--- src/design/uart_rb_pkg.sv ---
// ============================================================================
// uart_rb_pkg
// Shared types, constants and helpers of the serial port ring buffer block.
// ============================================================================
package uart_rb_pkg;

    // Ring geometry.
    localparam int RING_DEPTH = 8;
    localparam int PTR_W      = (RING_DEPTH > 1) ? $clog2(RING_DEPTH) : 1;
    localparam int CNT_W      = $clog2(RING_DEPTH + 1);

    // Field widths of the stream payloads.
    localparam int BYTE_W  = 8;
    localparam int OP_W    = 3;
    localparam int LEVEL_W = 4;
    localparam int OUT_DATA_W = 24;

    typedef logic [PTR_W-1:0] t_ptr;
    typedef logic [CNT_W-1:0] t_cnt;

    // Operation codes carried on the input tuser.
    typedef enum logic [OP_W-1:0] {
        OP_PUT      = 3'd0,
        OP_TX_READY = 3'd1,
        OP_RX_BYTE  = 3'd2,
        OP_GET      = 3'd3,
        OP_FLUSH_TX = 3'd4,
        OP_FLUSH_RX = 3'd5
    } t_op;

    // Commands from the controller to the datapath.
    typedef struct packed {
        logic capture;   // latch the accepted operation
        logic execute;   // update rings and issue the store read
        logic load;      // move the result into the output register
    } t_dp_cmd;

    // Status from the datapath to the controller.
    typedef struct packed {
        logic out_free;  // output register can take a result this cycle
    } t_dp_status;

    // Ring pointer advance with wrap at the ring depth.
    function automatic t_ptr next_ptr(input t_ptr p);
        t_ptr r;
        if (p == PTR_W'(RING_DEPTH - 1)) begin
            r = '0;
        end else begin
            r = p + PTR_W'(1);
        end
        return r;
    endfunction

endpackage

--- src/design/uart_tx_rx_ring_buffers_unit.sv ---
// ============================================================================
// uart_tx_rx_ring_buffers_unit
// Transmit and receive ring buffers of a serial port behind stream channels.
// ============================================================================
// Usage: each transfer on the s_axis channel carries one operation (tuser)
// and one byte (tdata): put a byte into the transmit ring, transmitter ready,
// byte received from the line, get a received byte, flush transmit, flush
// receive. Every operation yields exactly one result transfer on m_axis.
// The result carries the popped byte with its valid flag (tuser), the
// refused-put and overwritten-byte flags, both ring levels and the transmit
// service enable as they stand after the operation.
// Sequence: an accepted operation is latched, then executed on the rings,
// then its result is loaded into the output register; the registered read
// of the ring stores is why the execute step comes before the load.
// The input is ready again right after the result is handed to the output
// register, so a new operation can be taken while the result still waits.
// If m_axis_tready stays low, the next operation is executed but held until
// the output register is free, and s_axis_tready stays low meanwhile.
// Reset (synchronous, active low) empties both rings, clears the service
// enable and drops any pending result; the ring stores are not cleared.
// ============================================================================
module uart_tx_rx_ring_buffers_unit
    import uart_rb_pkg::*;
(
    input  logic                  i_clk,
    input  logic                  i_rst_n,
    input  logic                  s_axis_tvalid,
    output logic                  s_axis_tready,
    // data_in [7:0]
    input  logic [BYTE_W-1:0]     s_axis_tdata,
    // op [2:0]
    input  logic [OP_W-1:0]       s_axis_tuser,
    output logic                  m_axis_tvalid,
    input  logic                  m_axis_tready,
    // out_byte [7:0], put_refused [8], rx_dropped [9], tx_level [13:10],
    // rx_level [17:14], tx_irq_on [18], zero [23:19]
    output logic [OUT_DATA_W-1:0] m_axis_tdata,
    // out_valid [0]
    output logic                  m_axis_tuser
);

    t_dp_cmd    cmd;
    t_dp_status status;

    logic [BYTE_W-1:0]  out_byte;
    logic               put_refused;
    logic               rx_dropped;
    logic [LEVEL_W-1:0] tx_level;
    logic [LEVEL_W-1:0] rx_level;
    logic               tx_irq_on;

    // Sequencing of one operation at a time.
    uart_rb_ctrl u_ctrl (
        .i_clk         (i_clk),
        .i_rst_n       (i_rst_n),
        .s_axis_tvalid (s_axis_tvalid),
        .s_axis_tready (s_axis_tready),
        .i_status      (status),
        .o_cmd         (cmd)
    );

    // Rings and result register.
    uart_rb_dp u_dp (
        .i_clk         (i_clk),
        .i_rst_n       (i_rst_n),
        .i_cmd         (cmd),
        .o_status      (status),
        .i_op          (s_axis_tuser),
        .i_data        (s_axis_tdata),
        .i_out_ready   (m_axis_tready),
        .o_out_valid   (m_axis_tvalid),
        .o_out_byte    (out_byte),
        .o_byte_valid  (m_axis_tuser),
        .o_put_refused (put_refused),
        .o_rx_dropped  (rx_dropped),
        .o_tx_level    (tx_level),
        .o_rx_level    (rx_level),
        .o_tx_irq_on   (tx_irq_on)
    );

    // Result packing, highest field first.
    assign m_axis_tdata = {
        (OUT_DATA_W - BYTE_W - 3 - 2 * LEVEL_W)'(0),
        tx_irq_on, rx_level, tx_level, rx_dropped, put_refused, out_byte
    };

    // The controller issues at most one command per cycle.
    a_cmd_exclusive: assert property (@(posedge i_clk) disable iff (!i_rst_n)
        $onehot0({cmd.capture, cmd.execute, cmd.load}))
        else $error("controller issued overlapping commands");

    // An accepted operation is executed in the following cycle.
    a_exec_follows: assert property (@(posedge i_clk) disable iff (!i_rst_n)
        cmd.capture |=> cmd.execute)
        else $error("accepted operation was not executed");

    // No new operation is taken between execution and result load.
    a_no_accept_pending: assert property (@(posedge i_clk) disable iff (!i_rst_n)
        cmd.execute |=> !s_axis_tready)
        else $error("input ready while a result is pending");

    // A refused put never returns a byte.
    a_refuse_no_byte: assert property (@(posedge i_clk) disable iff (!i_rst_n)
        m_axis_tvalid |-> !(m_axis_tuser && put_refused))
        else $error("refused put reported a popped byte");

endmodule

--- src/design/uart_rb_ctrl.sv ---
// ============================================================================
// uart_rb_ctrl
// Controller state machine: accepts one operation, runs it through the
// datapath and hands the result to the output register.
// ============================================================================
module uart_rb_ctrl
    import uart_rb_pkg::*;
(
    input  logic       i_clk,
    input  logic       i_rst_n,
    input  logic       s_axis_tvalid,
    output logic       s_axis_tready,
    input  t_dp_status i_status,
    output t_dp_cmd    o_cmd
);

    typedef enum logic [2:0] {
        ST_IDLE = 3'b001,
        ST_EXEC = 3'b010,
        ST_LOAD = 3'b100
    } t_state;

    t_state r_state;
    t_state n_state;

    // Next state and command decode.
    always_comb begin
        n_state       = r_state;
        o_cmd         = '0;
        s_axis_tready = 1'b0;
        case (r_state)
            ST_IDLE: begin
                // No transfer is taken while reset is held.
                s_axis_tready = i_rst_n;
                if (s_axis_tvalid && i_rst_n) begin
                    o_cmd.capture = 1'b1;
                    n_state       = ST_EXEC;
                end
            end
            ST_EXEC: begin
                o_cmd.execute = 1'b1;
                n_state       = ST_LOAD;
            end
            ST_LOAD: begin
                // Wait here while the previous result is still unclaimed.
                if (i_status.out_free) begin
                    o_cmd.load = 1'b1;
                    n_state    = ST_IDLE;
                end
            end
            default: begin
                n_state = ST_IDLE;
            end
        endcase
    end

    // State register.
    always_ff @(posedge i_clk) begin
        if (!i_rst_n) begin
            r_state <= ST_IDLE;
        end else begin
            r_state <= n_state;
        end
    end

endmodule

--- src/design/uart_rb_dp.sv ---
// ============================================================================
// uart_rb_dp
// Datapath: transmit and receive ring stores, their pointers and fill counts,
// the transmit service enable and the registered result.
// ============================================================================
module uart_rb_dp
    import uart_rb_pkg::*;
(
    input  logic              i_clk,
    input  logic              i_rst_n,
    input  t_dp_cmd           i_cmd,
    output t_dp_status        o_status,
    input  logic [OP_W-1:0]   i_op,
    input  logic [BYTE_W-1:0] i_data,
    input  logic              i_out_ready,
    output logic              o_out_valid,
    output logic [BYTE_W-1:0] o_out_byte,
    output logic              o_byte_valid,
    output logic              o_put_refused,
    output logic              o_rx_dropped,
    output logic [LEVEL_W-1:0] o_tx_level,
    output logic [LEVEL_W-1:0] o_rx_level,
    output logic              o_tx_irq_on
);

    // Latched operation.
    logic [OP_W-1:0]   r_op;
    logic [BYTE_W-1:0] r_data;

    // Ring stores.
    logic [BYTE_W-1:0] r_tx_mem [RING_DEPTH];
    logic [BYTE_W-1:0] r_rx_mem [RING_DEPTH];
    logic [BYTE_W-1:0] r_tx_rd;
    logic [BYTE_W-1:0] r_rx_rd;

    // Ring control state.
    t_ptr r_tx_rp, n_tx_rp, r_tx_wp, n_tx_wp;
    t_ptr r_rx_rp, n_rx_rp, r_rx_wp, n_rx_wp;
    t_cnt r_tx_fill, n_tx_fill, r_rx_fill, n_rx_fill;
    logic r_tx_en, n_tx_en;

    // Per-operation flags, valid from execute until load.
    logic r_pop, n_pop;
    logic r_pop_rx, n_pop_rx;
    logic r_refused, n_refused;
    logic r_dropped, n_dropped;

    logic tx_wr_en;
    logic rx_wr_en;

    // Output register.
    logic              r_out_valid;
    logic [BYTE_W-1:0] r_out_byte;
    logic              r_byte_valid;
    logic              r_put_refused;
    logic              r_rx_dropped;
    logic [LEVEL_W-1:0] r_tx_level;
    logic [LEVEL_W-1:0] r_rx_level;
    logic              r_tx_irq_on;

    // Capture of the accepted operation.
    always_ff @(posedge i_clk) begin
        if (i_cmd.capture) begin
            r_op   <= i_op;
            r_data <= i_data;
        end
    end

    // Ring update for the latched operation.
    always_comb begin
        n_tx_rp   = r_tx_rp;
        n_tx_wp   = r_tx_wp;
        n_tx_fill = r_tx_fill;
        n_rx_rp   = r_rx_rp;
        n_rx_wp   = r_rx_wp;
        n_rx_fill = r_rx_fill;
        n_tx_en   = r_tx_en;
        n_pop     = 1'b0;
        n_pop_rx  = 1'b0;
        n_refused = 1'b0;
        n_dropped = 1'b0;
        tx_wr_en  = 1'b0;
        rx_wr_en  = 1'b0;
        case (r_op)
            OP_PUT: begin
                if (r_tx_fill == CNT_W'(RING_DEPTH)) begin
                    n_refused = 1'b1;
                end else begin
                    tx_wr_en  = 1'b1;
                    n_tx_wp   = next_ptr(r_tx_wp);
                    n_tx_fill = r_tx_fill + CNT_W'(1);
                    n_tx_en   = 1'b1;
                end
            end
            OP_TX_READY: begin
                if (r_tx_en) begin
                    if (r_tx_fill != '0) begin
                        n_pop     = 1'b1;
                        n_tx_rp   = next_ptr(r_tx_rp);
                        n_tx_fill = r_tx_fill - CNT_W'(1);
                    end
                    // The enable drops once the ring has run dry.
                    if (r_tx_fill <= CNT_W'(1)) begin
                        n_tx_en = 1'b0;
                    end
                end
            end
            OP_RX_BYTE: begin
                rx_wr_en = 1'b1;
                n_rx_wp  = next_ptr(r_rx_wp);
                if (r_rx_fill != CNT_W'(RING_DEPTH)) begin
                    n_rx_fill = r_rx_fill + CNT_W'(1);
                end else begin
                    // Full ring: the oldest unread byte is overwritten.
                    n_rx_rp   = next_ptr(r_rx_rp);
                    n_dropped = 1'b1;
                end
            end
            OP_GET: begin
                if (r_rx_fill != '0) begin
                    n_pop     = 1'b1;
                    n_pop_rx  = 1'b1;
                    n_rx_rp   = next_ptr(r_rx_rp);
                    n_rx_fill = r_rx_fill - CNT_W'(1);
                end
            end
            OP_FLUSH_TX: begin
                n_tx_rp   = '0;
                n_tx_wp   = '0;
                n_tx_fill = '0;
            end
            OP_FLUSH_RX: begin
                n_rx_rp   = '0;
                n_rx_wp   = '0;
                n_rx_fill = '0;
            end
            default: begin
            end
        endcase
    end

    // Ring control registers.
    always_ff @(posedge i_clk) begin
        if (!i_rst_n) begin
            r_tx_rp   <= '0;
            r_tx_wp   <= '0;
            r_tx_fill <= '0;
            r_rx_rp   <= '0;
            r_rx_wp   <= '0;
            r_rx_fill <= '0;
            r_tx_en   <= 1'b0;
        end else if (i_cmd.execute) begin
            r_tx_rp   <= n_tx_rp;
            r_tx_wp   <= n_tx_wp;
            r_tx_fill <= n_tx_fill;
            r_rx_rp   <= n_rx_rp;
            r_rx_wp   <= n_rx_wp;
            r_rx_fill <= n_rx_fill;
            r_tx_en   <= n_tx_en;
        end
    end

    // Operation flags held for the load step.
    always_ff @(posedge i_clk) begin
        if (i_cmd.execute) begin
            r_pop     <= n_pop;
            r_pop_rx  <= n_pop_rx;
            r_refused <= n_refused;
            r_dropped <= n_dropped;
        end
    end

    // Transmit store: one write port, one registered read port.
    always_ff @(posedge i_clk) begin
        if (i_cmd.execute && tx_wr_en) begin
            r_tx_mem[r_tx_wp] <= r_data;
        end
        if (i_cmd.execute) begin
            r_tx_rd <= r_tx_mem[r_tx_rp];
        end
    end

    // Receive store: one write port, one registered read port.
    always_ff @(posedge i_clk) begin
        if (i_cmd.execute && rx_wr_en) begin
            r_rx_mem[r_rx_wp] <= r_data;
        end
        if (i_cmd.execute) begin
            r_rx_rd <= r_rx_mem[r_rx_rp];
        end
    end

    // Output register valid: set on load, cleared when the transfer completes.
    always_ff @(posedge i_clk) begin
        if (!i_rst_n) begin
            r_out_valid <= 1'b0;
        end else if (i_cmd.load) begin
            r_out_valid <= 1'b1;
        end else if (i_out_ready) begin
            r_out_valid <= 1'b0;
        end
    end

    // Output register payload.
    always_ff @(posedge i_clk) begin
        if (i_cmd.load) begin
            if (!r_pop) begin
                r_out_byte <= '0;
            end else if (r_pop_rx) begin
                r_out_byte <= r_rx_rd;
            end else begin
                r_out_byte <= r_tx_rd;
            end
            r_byte_valid  <= r_pop;
            r_put_refused <= r_refused;
            r_rx_dropped  <= r_dropped;
            r_tx_level    <= LEVEL_W'(r_tx_fill);
            r_rx_level    <= LEVEL_W'(r_rx_fill);
            r_tx_irq_on   <= r_tx_en;
        end
    end

    assign o_status.out_free = !r_out_valid || i_out_ready;

    assign o_out_valid   = r_out_valid;
    assign o_out_byte    = r_out_byte;
    assign o_byte_valid  = r_byte_valid;
    assign o_put_refused = r_put_refused;
    assign o_rx_dropped  = r_rx_dropped;
    assign o_tx_level    = r_tx_level;
    assign o_rx_level    = r_rx_level;
    assign o_tx_irq_on   = r_tx_irq_on;

endmodule

--- config.mk ---
export PLATFORM = sky130hd
export DESIGN_NAME = uart_tx_rx_ring_buffers_unit
export DESIGN_NICKNAME = d
export VERILOG_FILES = /design/src/design/uart_rb_pkg.sv /design/src/design/uart_tx_rx_ring_buffers_unit.sv /design/src/design/uart_rb_ctrl.sv /design/src/design/uart_rb_dp.sv
export SDC_FILE = /design/constraint.sdc
export NUM_CORES = 1
export LEC_CHECK = 0
export BUFFER_PORTS_ARGS = -buffer_cell sky130_fd_sc_hd__buf_2
export CAP_MARGIN = 10
export CORE_MARGIN = 2
export CORE_UTILIZATION = 55
export CTS_BUF_LIST = sky130_fd_sc_hd__clkbuf_8
export DETAILED_ROUTE_END_ITERATION = 8
export PLACE_DENSITY = 0.69
export SLEW_MARGIN = 20
export SYNTH_ARGS = -nofsm -noshare
export SYNTH_HDL_FRONTEND = slang
export SYNTH_SLANG_ARGS = --single-unit
--- constraint.sdc ---
create_clock -name i_clk -period 4.3 [get_ports i_clk]
set_input_delay 0.215 -clock i_clk [delete_from_list [all_inputs] [get_ports i_clk]]
set_output_delay 0.215 -clock i_clk [all_outputs]
set_load 0.01 [all_outputs]
After elaboration in Yosys (flattened, before gate mapping) --
Memories as Yosys holds them, arrays and structs flattened. A register that Yosys moved wholly into a read port is not among the register bits. Index checks and enable logic that the tools add are counted.
Storage, ports and cells: memories kept 2, flip-flop bits (word level) 60, memory bits (writable) 128, word-level logic and storage cells 127
Cells by class: reductions and logical operators 23, add/subtract/negate cells 8, equality and inequality tests 22, multiplexer cells 49, magnitude comparators 1
Memory list:
- u_dp.r_rx_mem | depth 8, bits a word 8, rd ports 1, clocked after Yosys merged registers in 1, wr ports 1, RTL line uart_rb_dp.sv:32 | logic [BYTE_W-1:0] r_rx_mem [RING_DEPTH];
- u_dp.r_tx_mem | depth 8, bits a word 8, rd ports 1, clocked after Yosys merged registers in 1, wr ports 1, RTL line uart_rb_dp.sv:31 | logic [BYTE_W-1:0] r_tx_mem [RING_DEPTH];
Operator list (count):
- 2-to-1 mux 3 bit | 11
- one-hot mux 4 bit (3 select lines) | 2
- 2-to-1 mux 1 bit | 23
- == test 3 bit (second input constant) | 7
- 2-to-1 mux 4 bit | 5
- one-hot mux 3 bit (2 select lines) | 3
- one-hot mux 3 bit (3 select lines) | 2
- adder 3 x 1 -> 3 bit (second input constant) | 4
- AND reduction 4 bit | 3
- != test 2 x 1 -> 1 bit (second input constant) | 5
- nonzero test 2 bit | 5
- == test 3 x 2 -> 1 bit (second input constant) | 3
- adder 4 x 1 -> 4 bit (second input constant) | 2
- 2-to-1 mux 8 bit | 1
- nonzero test 4 bit | 2
- subtractor 4 x 1 -> 4 bit (second input constant) | 2
- == test 3 x 1 -> 1 bit (second input constant) | 2
- != test 2 bit (second input constant) | 3
- AND reduction 3 bit | 2
- nonzero test 3 bit | 2
- AND reduction 5 bit | 1
- == test 4 bit (second input constant) | 1
- <= comparator 4 x 1 -> 1 bit (second input constant) | 1
- != test 4 bit (second input constant) | 1
- other kinds (6) | 10

Logic depth before layout (Yosys ltp) --
Gate-level depths: netlist of run 1.
depth in word-level cells 6, depth in mapped cells 9, gate-level depth less buffers 7

Cells and area by module --
Synthesis of run 1 repeated with hierarchy kept, for this count alone.
Unflattened totals: cells, all modules 490, area total of the unflattened synthesis 8284.2 sq um
Modules (own cells, without submodules):
- uart_rb_dp | seq. area each 5815.6 sq um, cells each 465, area each 8055.2 sq um, times used 1
- uart_rb_ctrl | seq. area each 60.1 sq um, cells each 16, area each 165.2 sq um, times used 1
- uart_tx_rx_ring_buffers_unit | seq. area each 0.0 sq um, cells each 9, area each 63.8 sq um, times used 1

Worst setup path after synthesis of run 1 --
Ideal clock, no wire load.
kind register to register, from reg u_ctrl.r_state[0], to mem u_dp.r_tx_mem[0][0], enable pin, setup slack 1.865 ns, path buffers 0, data required time 3.917 ns, cell stages (with the launch flop) 6, arrival time 2.052 ns, cell sequence dfxtp_1 > or3b_4 > clkinv_4 > nand3_1 > or3_1 > nor3_1
On the way: longest elaborated chain between the ends 5
Ends and longest elaborated chain:
- start: declaration | RTL line uart_rb_ctrl.sv:23 | t_state r_state;
- start signal: assignment | RTL line uart_rb_ctrl.sv:62 | r_state <= n_state;
- == test 3 x 2 -> 1 bit | RTL line uart_rb_ctrl.sv:31 | case (r_state)
- 2-to-1 mux 1 bit | RTL line uart_rb_ctrl.sv:31
- logical AND 1 bit | RTL line uart_rb_dp.sv:175 | if (i_cmd.execute && tx_wr_en) begin
- 2-to-1 mux 1 bit | RTL line uart_rb_dp.sv:175
- 2-to-1 mux 1 bit (not written as such) | RTL line uart_rb_dp.sv:176 | r_tx_mem[r_tx_wp] <= r_data;
- end: declaration | RTL line uart_rb_dp.sv:31
Every way passes these cells.

Worst setup path in the final report of run 1 --
from reg u_ctrl.r_state[0], to mem u_dp.r_tx_mem[1][6], enable pin
The elaborated chain is that of the path after synthesis.

==> metrics, run 1 <==
Die Height 127 µm; met1 usage 0.276; sequential cell area 0.00588 mm²; M3 GR Usage 0.0434; total grt overflow 0; synth top area cells edfxtp_1 (65%), mux4_2 (8.7%), dfxtp_1 (6.1%); DIE WIDTH 127 µm; worst hold path type input pin to register; f_max 362 MHz; Worst Setup SP u_ctrl.r_state[0]$_SDFFE_PN1P_; slowest CP cell nor3_1; startpoint types register; CTS Buf Count 34; Sink Count 204; Setup Buffers After CTS 0; first-pass GRT wire length 23900 µm; Rel. slew slack 0.278; post-synth top area share 0.650; Avg WL per Cell 19.6 µm; total power per unit cell area 415 mW/mm²; number of global-route vias before repair 4440; Synth top cells by count edfxtp_1 (179), mux4_2 (32), nor2_1 (29), nand2_1 (28), dfxtp_1 (25); Setup Viol. Count Final 0; Leak 0.00314 µW; Multi-input gate area 0.00224 mm²; worst setup path class register to register; Overall Global Routing Usage 0.195; largest net degree at the start of global routing 28; cells on worst reg2reg path 6; synthesized flop and latch total 204; endpoint class of the critical path register; initial antenna violation count 0; Final #Nets 583; core box area 0.0146 mm²; Worst-Margin Slew 1.08 ns; DRT antenna net count 0; number of detailed-route iterations in the first pass 5; ys flop type edfxtp_1; clock slew at reported path FFs 0.06 ns; crit path cell chain or3b_4 -> clkinv_4 -> nand3_1 -> nor2_1 -> nand2_1 -> nor3_1; initial drt markers 399; routability cong. 0.803; tightest hold margin 0.0504 ns; Max rail drop VDD 294 µV; hpwl dp 10100 µm; CP arrival 2.87 ns; Root Buffer clkbuf_8; Synth Cell Area 0.00827 mm²; worst r2r src u_ctrl.r_state[0]$_SDFFE_PN1P_; Hold Crit Depth 4; status complete, no violations; Boundary Pins 42; # DRC 0; period utilisation layout 0.643; Fillers 1026; Vias 4321; Cell variety after synth 55; Area growth syn-to-layout 13.4%; final clock skew 0.0268 ns; total wire length 15000 µm; row count 44; min-delay src m_axis_tready; Endpoint, Worst Hold u_dp.o_out_valid$_SDFFE_PN0P_; CP Max Fanout 27; EDFF count, synth 179; RR Endpoint u_dp.r_tx_mem[1][6]$_DFFE_PP_; FF-to-FF setup slack 1.54 ns; Max-cap violations 0; diode count 0; Port Buffers 36; clock period minus worst slack 2.76 ns; Syn. warnings 0; Syn Area/Cell 16.8 µm²; crit-path max cell delay 0.79 ns; layout cells sized above 1 0.260; RSZ-0062 raised after global routing false; initial core utilization 0.567; CTS tree yes; count leader, synth edfxtp_1; final hold violations 0; Worst-Skew Late Latency 0.50 ns; Die ar. 0.0160 mm²; sequential share of the synthesized area 0.711; post-synthesis cell count 491; GR peak layer met2; ys async rst share 0; Longest Clk Path Bufs 3; H-tree depth 2; Req. time, crit path 4.40 ns; grt met2 use 0.305; Fin Setup TNS 0 ns; cell taking the most area after synthesis edfxtp_1; DR vias/cell 5.67; Slew Limit Fails 0
==> worst max-delay path, delay by kind of cell (launching register included) <==
kind / cells / cell delay [ns]
buf+inv: 1 / 0.22
flops: 1 / 0.34
simple gates: 5 / 1.81
==> per-layer routing <==
layer	wire, µm	up-vias	share of wire
met3	685	35	0.046
met1	6810	2119	0.46
li1	-	2041	-
met2	7130	126	0.48
met5	0	-	0
met4	331	0	0.022
==> timing repair <==
item                       in CTS  in global routing
hold endpoints to repair       12                  0
gates resized for setup         0                  0
hold buffers                   12                  0
setup endpoints to repair       0                  0
==> state kept, by name (all words and copies together), names as in the netlist, 3 cells and up <==
name / cells
u_dp.r_rx_mem: 64
u_dp.r_tx_mem: 64
u_dp.o_out_byte: 8
u_dp.r_data: 8
u_dp.r_rx_rd: 8
u_dp.r_tx_rd: 8
u_dp.o_rx_level: 4
u_dp.o_tx_level: 4
u_dp.r_rx_fill: 4
u_dp.r_tx_fill: 4
u_ctrl.r_state: 3
u_dp.r_op: 3
u_dp.r_rx_rp: 3
u_dp.r_rx_wp: 3
u_dp.r_tx_rp: 3
u_dp.r_tx_wp: 3
==> worst max path at each step <==
stage | end | slack, ns | cells past startpoint
after floorplan | u_dp.r_tx_mem[0][0]$_DFFE_PP_ | 1.87 | 5
after global placement | u_dp.r_tx_mem[0][0]$_DFFE_PP_ | 1.56 | 5
after detailed placement | u_dp.r_tx_mem[0][0]$_DFFE_PP_ | 1.41 | 5
after CTS | u_dp.r_tx_mem[0][0]$_DFFE_PP_ | 1.40 | 5
after global routing | u_dp.r_tx_mem[1][6]$_DFFE_PP_ | 1.22 | 6
final | u_dp.r_tx_mem[1][6]$_DFFE_PP_ | 1.54 | 6
==> cell families (layout without fill, tap and decap cells) <==
group	count (synthesis)	count (layout)	synth area share
other	1	5	0.000454
AND/OR/NAND/NOR	127	127	0.0798
buffers and inverters	35	118	0.0213
AO/OA/AOI/OAI	46	46	0.0383
flip-flops	204	204	0.711
multiplexers	62	62	0.126
XOR/XNOR	2	2	0.00212
adder cells (fa/ha/maj)	14	14	0.0212
==> power by group <==
group	internal (µW)	switching (µW)	leakage [µW]	total (µW)
Combinational	26.4	31.9	0.000970	58.3
Sequential	2150	26.1	0.00181	2180
Clock	917	737	0.000353	1650
==> cell usage in the layout (no fill, tap or decap), types with 9 or more instances in the layout <==
cell type and count:
inv_1 9, o21ai_0 10, ha_1 14, dlygate4sd3_1 12, clkbuf_8 37, a21oi_1 11
mux4_2 32, nor3_1 9, buf_2 36, mux2_2 17, nand2_1 28, nor2b_1 13
clkinv_1 9, dfxtp_1 23, edfxtp_1 179, mux2i_1 13, nor2_1 29
==> through the flow <==
stage               cell area [µm²]  instances   util  setup slack, ns  total power, µW
finish                         9370        762  0.642             1.54             3890
global route                   9370        762  0.642             1.22             4030
CTS                            9360        762  0.642             1.40             3930
detailed placement             8580        690  0.588             1.41             2270
global placement               8580        690  0.588             1.56             2270
floorplan                      8280        495      -             1.87             2250
==> area by class of cell <==
class                      instances  share of cell area
timing repair buffer              52              0.0352
tap                              184              0.0246
sequential                       204               0.627
inverter                           6             0.00294
multi-input combinational        256               0.239
clock inverter                    23              0.0164
clock buffer                      37              0.0543
(Power assumes the default switching activity.)
==> run 2, diff against run 1 <==
--- a/config.mk
+++ b/config.mk
@@ -11,7 +11,7 @@
 export CORE_UTILIZATION = 55
 export CTS_BUF_LIST = sky130_fd_sc_hd__clkbuf_8
 export DETAILED_ROUTE_END_ITERATION = 8
-export PLACE_DENSITY = 0.69
+export PLACE_DENSITY = 0.72
 export SLEW_MARGIN = 20
 export SYNTH_ARGS = -nofsm -noshare
 export SYNTH_HDL_FRONTEND = slang
==> constraint.sdc (replaced) <==
create_clock -name i_clk -period 2.5 [get_ports i_clk]
set_input_delay 0.125 -clock i_clk [delete_from_list [all_inputs] [get_ports i_clk]]
set_output_delay 0.125 -clock i_clk [all_outputs]
set_load 0.01 [all_outputs]
==> metrics, run 2 (synthesis gave the netlist of run 1 again) <==
largest net degree at the start of global routing 26 (-7.1%); Die Height 127 µm (unchanged); tightest hold margin 0.321 ns (+0.271 ns); Max-cap violations 0 (unchanged); DR vias/cell 5.63 (-0.66%); DR WL met2 7050 µm (-1.1%); # DRC 0 (unchanged); Longest Clk Path Bufs 3 (unchanged); initial core utilization 0.567 (unchanged); CP arrival 2.42 ns (-0.45 ns); CTS Buf Count 34 (unchanged); Rel. slew slack 0.444 (+0.167); RSZ-0062 raised after global routing false; Finished Cell Area 0.00953 mm² (+1.7%); CP Max Fanout 8 (-70%); initial drt markers 323 (-19%); Overall Global Routing Usage 0.186 (-0.00898); Area growth syn-to-layout 15.2%; largest registers u_dp.r_rx_mem (64), u_dp.r_tx_mem (64); H-tree depth 2 (unchanged); period utilisation layout 0.882 (+0.240); metal3 WL 825 µm (+20%); PostCTS Resize Cnt 0 (unchanged); Worst-Skew Late Latency 0.52 ns (+0.02 ns); DIE WIDTH 127 µm (unchanged); clock period minus worst slack 2.21 ns (-0.558 ns); commonest non-fill, non-tap cell in the layout edfxtp_1; Boundary Pins 42 (unchanged); dpl cells 711 (+3.0%); worst hold path type input pin to register; startpoint types register; status complete, no violations; DP Area 0.00875 mm² (+2.0%); Setup Buffers After CTS 0 (unchanged); total wire length 14300 µm (-4.1%); DRT antenna net count 0 (unchanged); Final #Nets 606 (+3.9%); number of global-route vias before repair 4606 (+3.7%); worst setup path class register to register; Die ar. 0.0160 mm² (unchanged); Max rail drop VDD 871 µV (+200%); hpwl dp 9400 µm (-7.1%); Root Buffer clkbuf_8; Setup Viol. Count Final 0 (unchanged); clock slew at reported path FFs 0.06 ns (about the same); core box area 0.0146 mm² (unchanged); Slew Limit Fails 0 (unchanged); final hold violations 0 (unchanged); f_max 453 MHz (+25%); final clock skew 0.0242 ns (-0.00265 ns); Leak 0.00328 µW (+4.4%); endpoint class of the critical path register; total power per unit cell area 691 mW/mm² (+66%); post-layout util 0.653 (+0.0106); CTS tree yes; Fin Setup TNS 0 ns (unchanged); routability cong. 0.897 (+12%); Worst-Margin Slew 0.833 ns (-0.243 ns); first-pass GRT wire length 23200 µm (-2.9%); number of detailed-route iterations in the first pass 5 (unchanged); layout cells sized above 1 0.273 (+0.0134); total grt overflow 0 (unchanged); hold_buf cts 14 (+2); most frequent cells in the layout edfxtp_1 (179), clkbuf_8 (37), buf_2 (36), mux4_2 (32), nor2_1 (29); initial antenna violation count 0 (unchanged); Port Buffers 36 (unchanged); diode count 0 (unchanged); Vias 4422 (+2.3%); Req. time, crit path 2.71 ns (-1.69 ns); non-filler instance count after layout 785 (+3.0%); row count 44 (unchanged); DR top layer met4; met1 wire length 6180 µm (-9.3%); Avg WL per Cell 18.3 µm (-7.0%); Sink Count 204 (unchanged)
run 2: cell count changes in the layout (fill, tap and decap cells not counted), moves of 3 or more:
cell | before | now
buf_4 | 4 | 24
inv_1 | 9 | 17
clkinv_1 | 9 | 4
clkinv_2 | 6 | 3
run 2: worst paths after layout:
check             depth (start not counted)                             to  slack [ns]                           start
setup / recovery                          7  u_dp.r_tx_mem[0][3]$_DFFE_PP_        0.29  u_dp.r_tx_fill[0]$_SDFFE_PN0P_
setup reg to reg                          7  u_dp.r_tx_mem[0][3]$_DFFE_PP_        0.29  u_dp.r_tx_fill[0]$_SDFFE_PN0P_
hold reg to reg                           0    u_dp.o_rx_dropped$_DFFE_PP_        0.42    u_dp.r_dropped$_SDFFCE_PN0N_
hold / removal                            2         u_dp.r_op[2]$_DFFE_PP_        0.32                 s_axis_tuser[2]
run 2: routing by layer:
metal,vias to the layer above,GRT usage
met5,-,0
met4,0,0.0711
met3,27,0.0392
met2,133,0.303
met1,2176,0.250
li1,2086,-
run 2: per-stage QoR:
stage | setup WS (ns) | power, µW
after floorplan | 0.0652 | 3870
after global placement | 0.443 | 3900
after detailed placement | 0.347 | 3910
after CTS | 0.308 | 6660
after global routing | 0.140 | 6830
final | 0.295 | 6590
run 2: layout make-up:
type	instances	area, µm²
clock buffers	37	509
well taps	184	230
multi-input cells	256	2230
flip-flops and latches	204	5880
fillers	1002	5060
repair buffers	75	520
inverters	6	27.5
clock inverters	23	131
run 2: report_power, final:
group	internal, µW	total, µW	switching (µW)
clock network	1480	2730	1250
registers	3710	3740	35.6
logic	51.7	116	64.5
run 2: worst max-delay path, stage by stage, from the launching register on:
cell and delay (ns):
dfxtp_1 0.46, inv_1 0.11, ha_1 0.23, nand3b_1 0.16, nand3_1 0.16, or3_1 0.42, nor3_1 0.17, buf_4 0.20
==> run 3, diff against run 2 <==
==> constraint.sdc (replaced) <==
create_clock -name i_clk -period 2.5 [get_ports i_clk]
set_input_delay 0.25 -clock i_clk [delete_from_list [all_inputs] [get_ports i_clk]]
set_output_delay 0.25 -clock i_clk [all_outputs]
set_load 0.01 [all_outputs]
==> metrics, run 3 (synthesis gave the netlist of run 1 again) <==
status complete, no violations; crit path cell chain nor2_1 -> nand3_1 -> or3_1 -> nor3_1 -> buf_4; Hold Crit Depth 3 (+1); first-pass GRT wire length 22900 µm (-1.3%); worst setup path class register to register; RSZ-0062 raised after global routing false; CTS tree yes; non-filler instance count after layout 780 (-0.64%); commonest non-fill, non-tap cell in the layout edfxtp_1; Boundary Pins 42 (unchanged); final clock skew 0.0130 ns (-0.0111 ns); dpl cells 712 (+0.14%); post-layout util 0.651 (-0.00197); Worst-Margin Slew 0.839 ns (+0.00675 ns); DRT antenna net count 0 (unchanged); endpoint class of the critical path register; Root Buffer clkbuf_8; startpoint types register; cells on worst reg2reg path 5 (-2); diode count 0 (unchanged); row count 44 (unchanged); Setup Viol. Count Final 0 (unchanged); slowest CP cell edfxtp_1; Sink Count 204 (unchanged); Die Height 127 µm (unchanged); Die ar. 0.0160 mm² (unchanged); H-tree depth 1 (-1); Longest Clk Path Bufs 3 (unchanged); Max rail drop VDD 737 µV (-15%); routability cong. 0.899 (+0.29%); M3 GR Usage 0.0367 (-0.00253); min-delay src i_rst_n; grt met2 use 0.306 (+0.00377); largest net degree at the start of global routing 26 (unchanged); total wire length 13900 µm (-2.8%); layout cells sized above 1 0.275 (+0.00229); Req. time, crit path 2.76 ns (+0.05 ns); clock period minus worst slack 2.11 ns (-0.0916 ns); Worst-Skew Late Latency 0.56 ns (+0.04 ns); FF-to-FF setup slack 0.39 ns (+0.09 ns); final hold violations 0 (unchanged); most frequent cells in the layout edfxtp_1 (179), buf_2 (36), clkbuf_8 (34), mux4_2 (32), nor2_1 (29); Area growth syn-to-layout 14.9%; CP arrival 2.37 ns (-0.05 ns); DR vias/cell 5.56 (-1.3%); PostCTS Resize Cnt 0 (unchanged); met1 usage 0.247 (-0.00253); Port Buffers 36 (unchanged); RR Endpoint u_dp.r_tx_mem[0][6]$_DFFE_PP_; number of global-route vias before repair 4436 (-3.7%); Fin Setup TNS 0 ns (unchanged); initial antenna violation count 0 (unchanged); Endpoint, Worst Hold u_ctrl.r_state[1]$_SDFFE_PN0P_; core box area 0.0146 mm² (unchanged); largest registers u_dp.r_rx_mem (64), u_dp.r_tx_mem (64); number of detailed-route iterations in the first pass 4 (-1); CP Max Fanout 8 (unchanged); CTS Buf Count 31 (-8.8%); total grt overflow 0 (unchanged); worst hold path type input pin to register; Avg WL per Cell 17.9 µm (-2.2%); Slew Limit Fails 0 (unchanged); period utilisation layout 0.846 (-0.0366); worst r2r src u_dp.r_op[1]$_DFFE_PP_; Final Power 6500 µW (-1.3%); # DRC 0 (unchanged); Fillers 974 (-2.8%); Rel. slew slack 0.440 (-0.00451); crit-path max cell delay 0.52 ns (+0.06 ns); DIE WIDTH 127 µm (unchanged); Max-cap violations 0 (unchanged); GR peak layer met2; Overall Global Routing Usage 0.183 (-0.00331); hpwl dp 9400 µm (about the same); Final #Nets 603 (-0.50%); Leak 0.00324 µW (-0.95%); initial drt markers 286 (-11%); Vias 4337 (-1.9%); f_max 473 MHz (+4.3%); total power per unit cell area 685 mW/mm² (-0.96%); clock slew at reported path FFs 0.06 ns (about the same); initial core utilization 0.567 (unchanged)
run 3: cell type report:
class	count	area, µm²	share of cell area
clock buffer	34	468	0.0493
clock inverter	21	146	0.0154
inverter	6	27.5	0.00290
multi-input combinational	256	2230	0.235
sequential	204	5880	0.619
tap	184	230	0.0242
timing repair buffer	75	518	0.0545
run 3: how the worst max path moves through the flow:
stage	start	endpoint	slack (ns)	cells after the start
6_report	u_dp.r_op[1]$_DFFE_PP_	u_dp.r_tx_mem[0][6]$_DFFE_PP_	0.39	5
4_1_cts	u_dp.r_op[1]$_DFFE_PP_	u_dp.r_rx_mem[1][1]$_DFFE_PP_	0.39	6
3_3_place_gp	u_dp.r_op[1]$_DFFE_PP_	u_dp.r_tx_mem[0][7]$_DFFE_PP_	0.44	5
3_5_place_dp	u_ctrl.r_state[0]$_SDFFE_PN1P_	u_dp.r_rx_mem[1][4]$_DFFE_PP_	0.40	5
5_1_grt	u_dp.r_op[1]$_DFFE_PP_	u_dp.r_rx_mem[1][3]$_DFFE_PP_	0.21	6
2_1_floorplan	u_ctrl.r_state[0]$_SDFFE_PN1P_	u_dp.r_tx_mem[0][0]$_DFFE_PP_	0.07	5
run 3: per-layer routing:
metal / vias up / share of wire
li1: 2075 / -
met1: 2123 / 0.44
met2: 118 / 0.49
met3: 21 / 0.054
met4: 0 / 0.016
met5: - / 0
run 3: repair_timing:
item,in CTS,in global routing
hold endpoints to repair,13,0
buffers inserted,0,0
hold buffers,13,0
run 3: worst max-delay path: cells and delay by family, from the launching register on:
| kind | cells | cell delay, ns |
|---|---|---|
| simple gates | 4 | 1.11 |
| flops | 1 | 0.52 |
| buf+inv | 1 | 0.19 |
run 3: report_power, final:
group | total, µW | internal, µW | switching, µW
clock | 2650 | 1460 | 1190
combinational | 115 | 51.7 | 63.8
sequential | 3740 | 3710 | 35.8
total | 6500 | 5220 | 1290
run 3: through the flow:
stage          setup slack (ns)  cell area [µm²]  hold slack (ns)
4_1_cts                   0.393             9500           0.0840
6_report                  0.386             9500            0.119
3_3_place_gp              0.438             8750            0.406
2_1_floorplan            0.0652             8280            0.349
3_5_place_dp              0.404             8750            0.425
5_1_grt                   0.209             9500            0.109
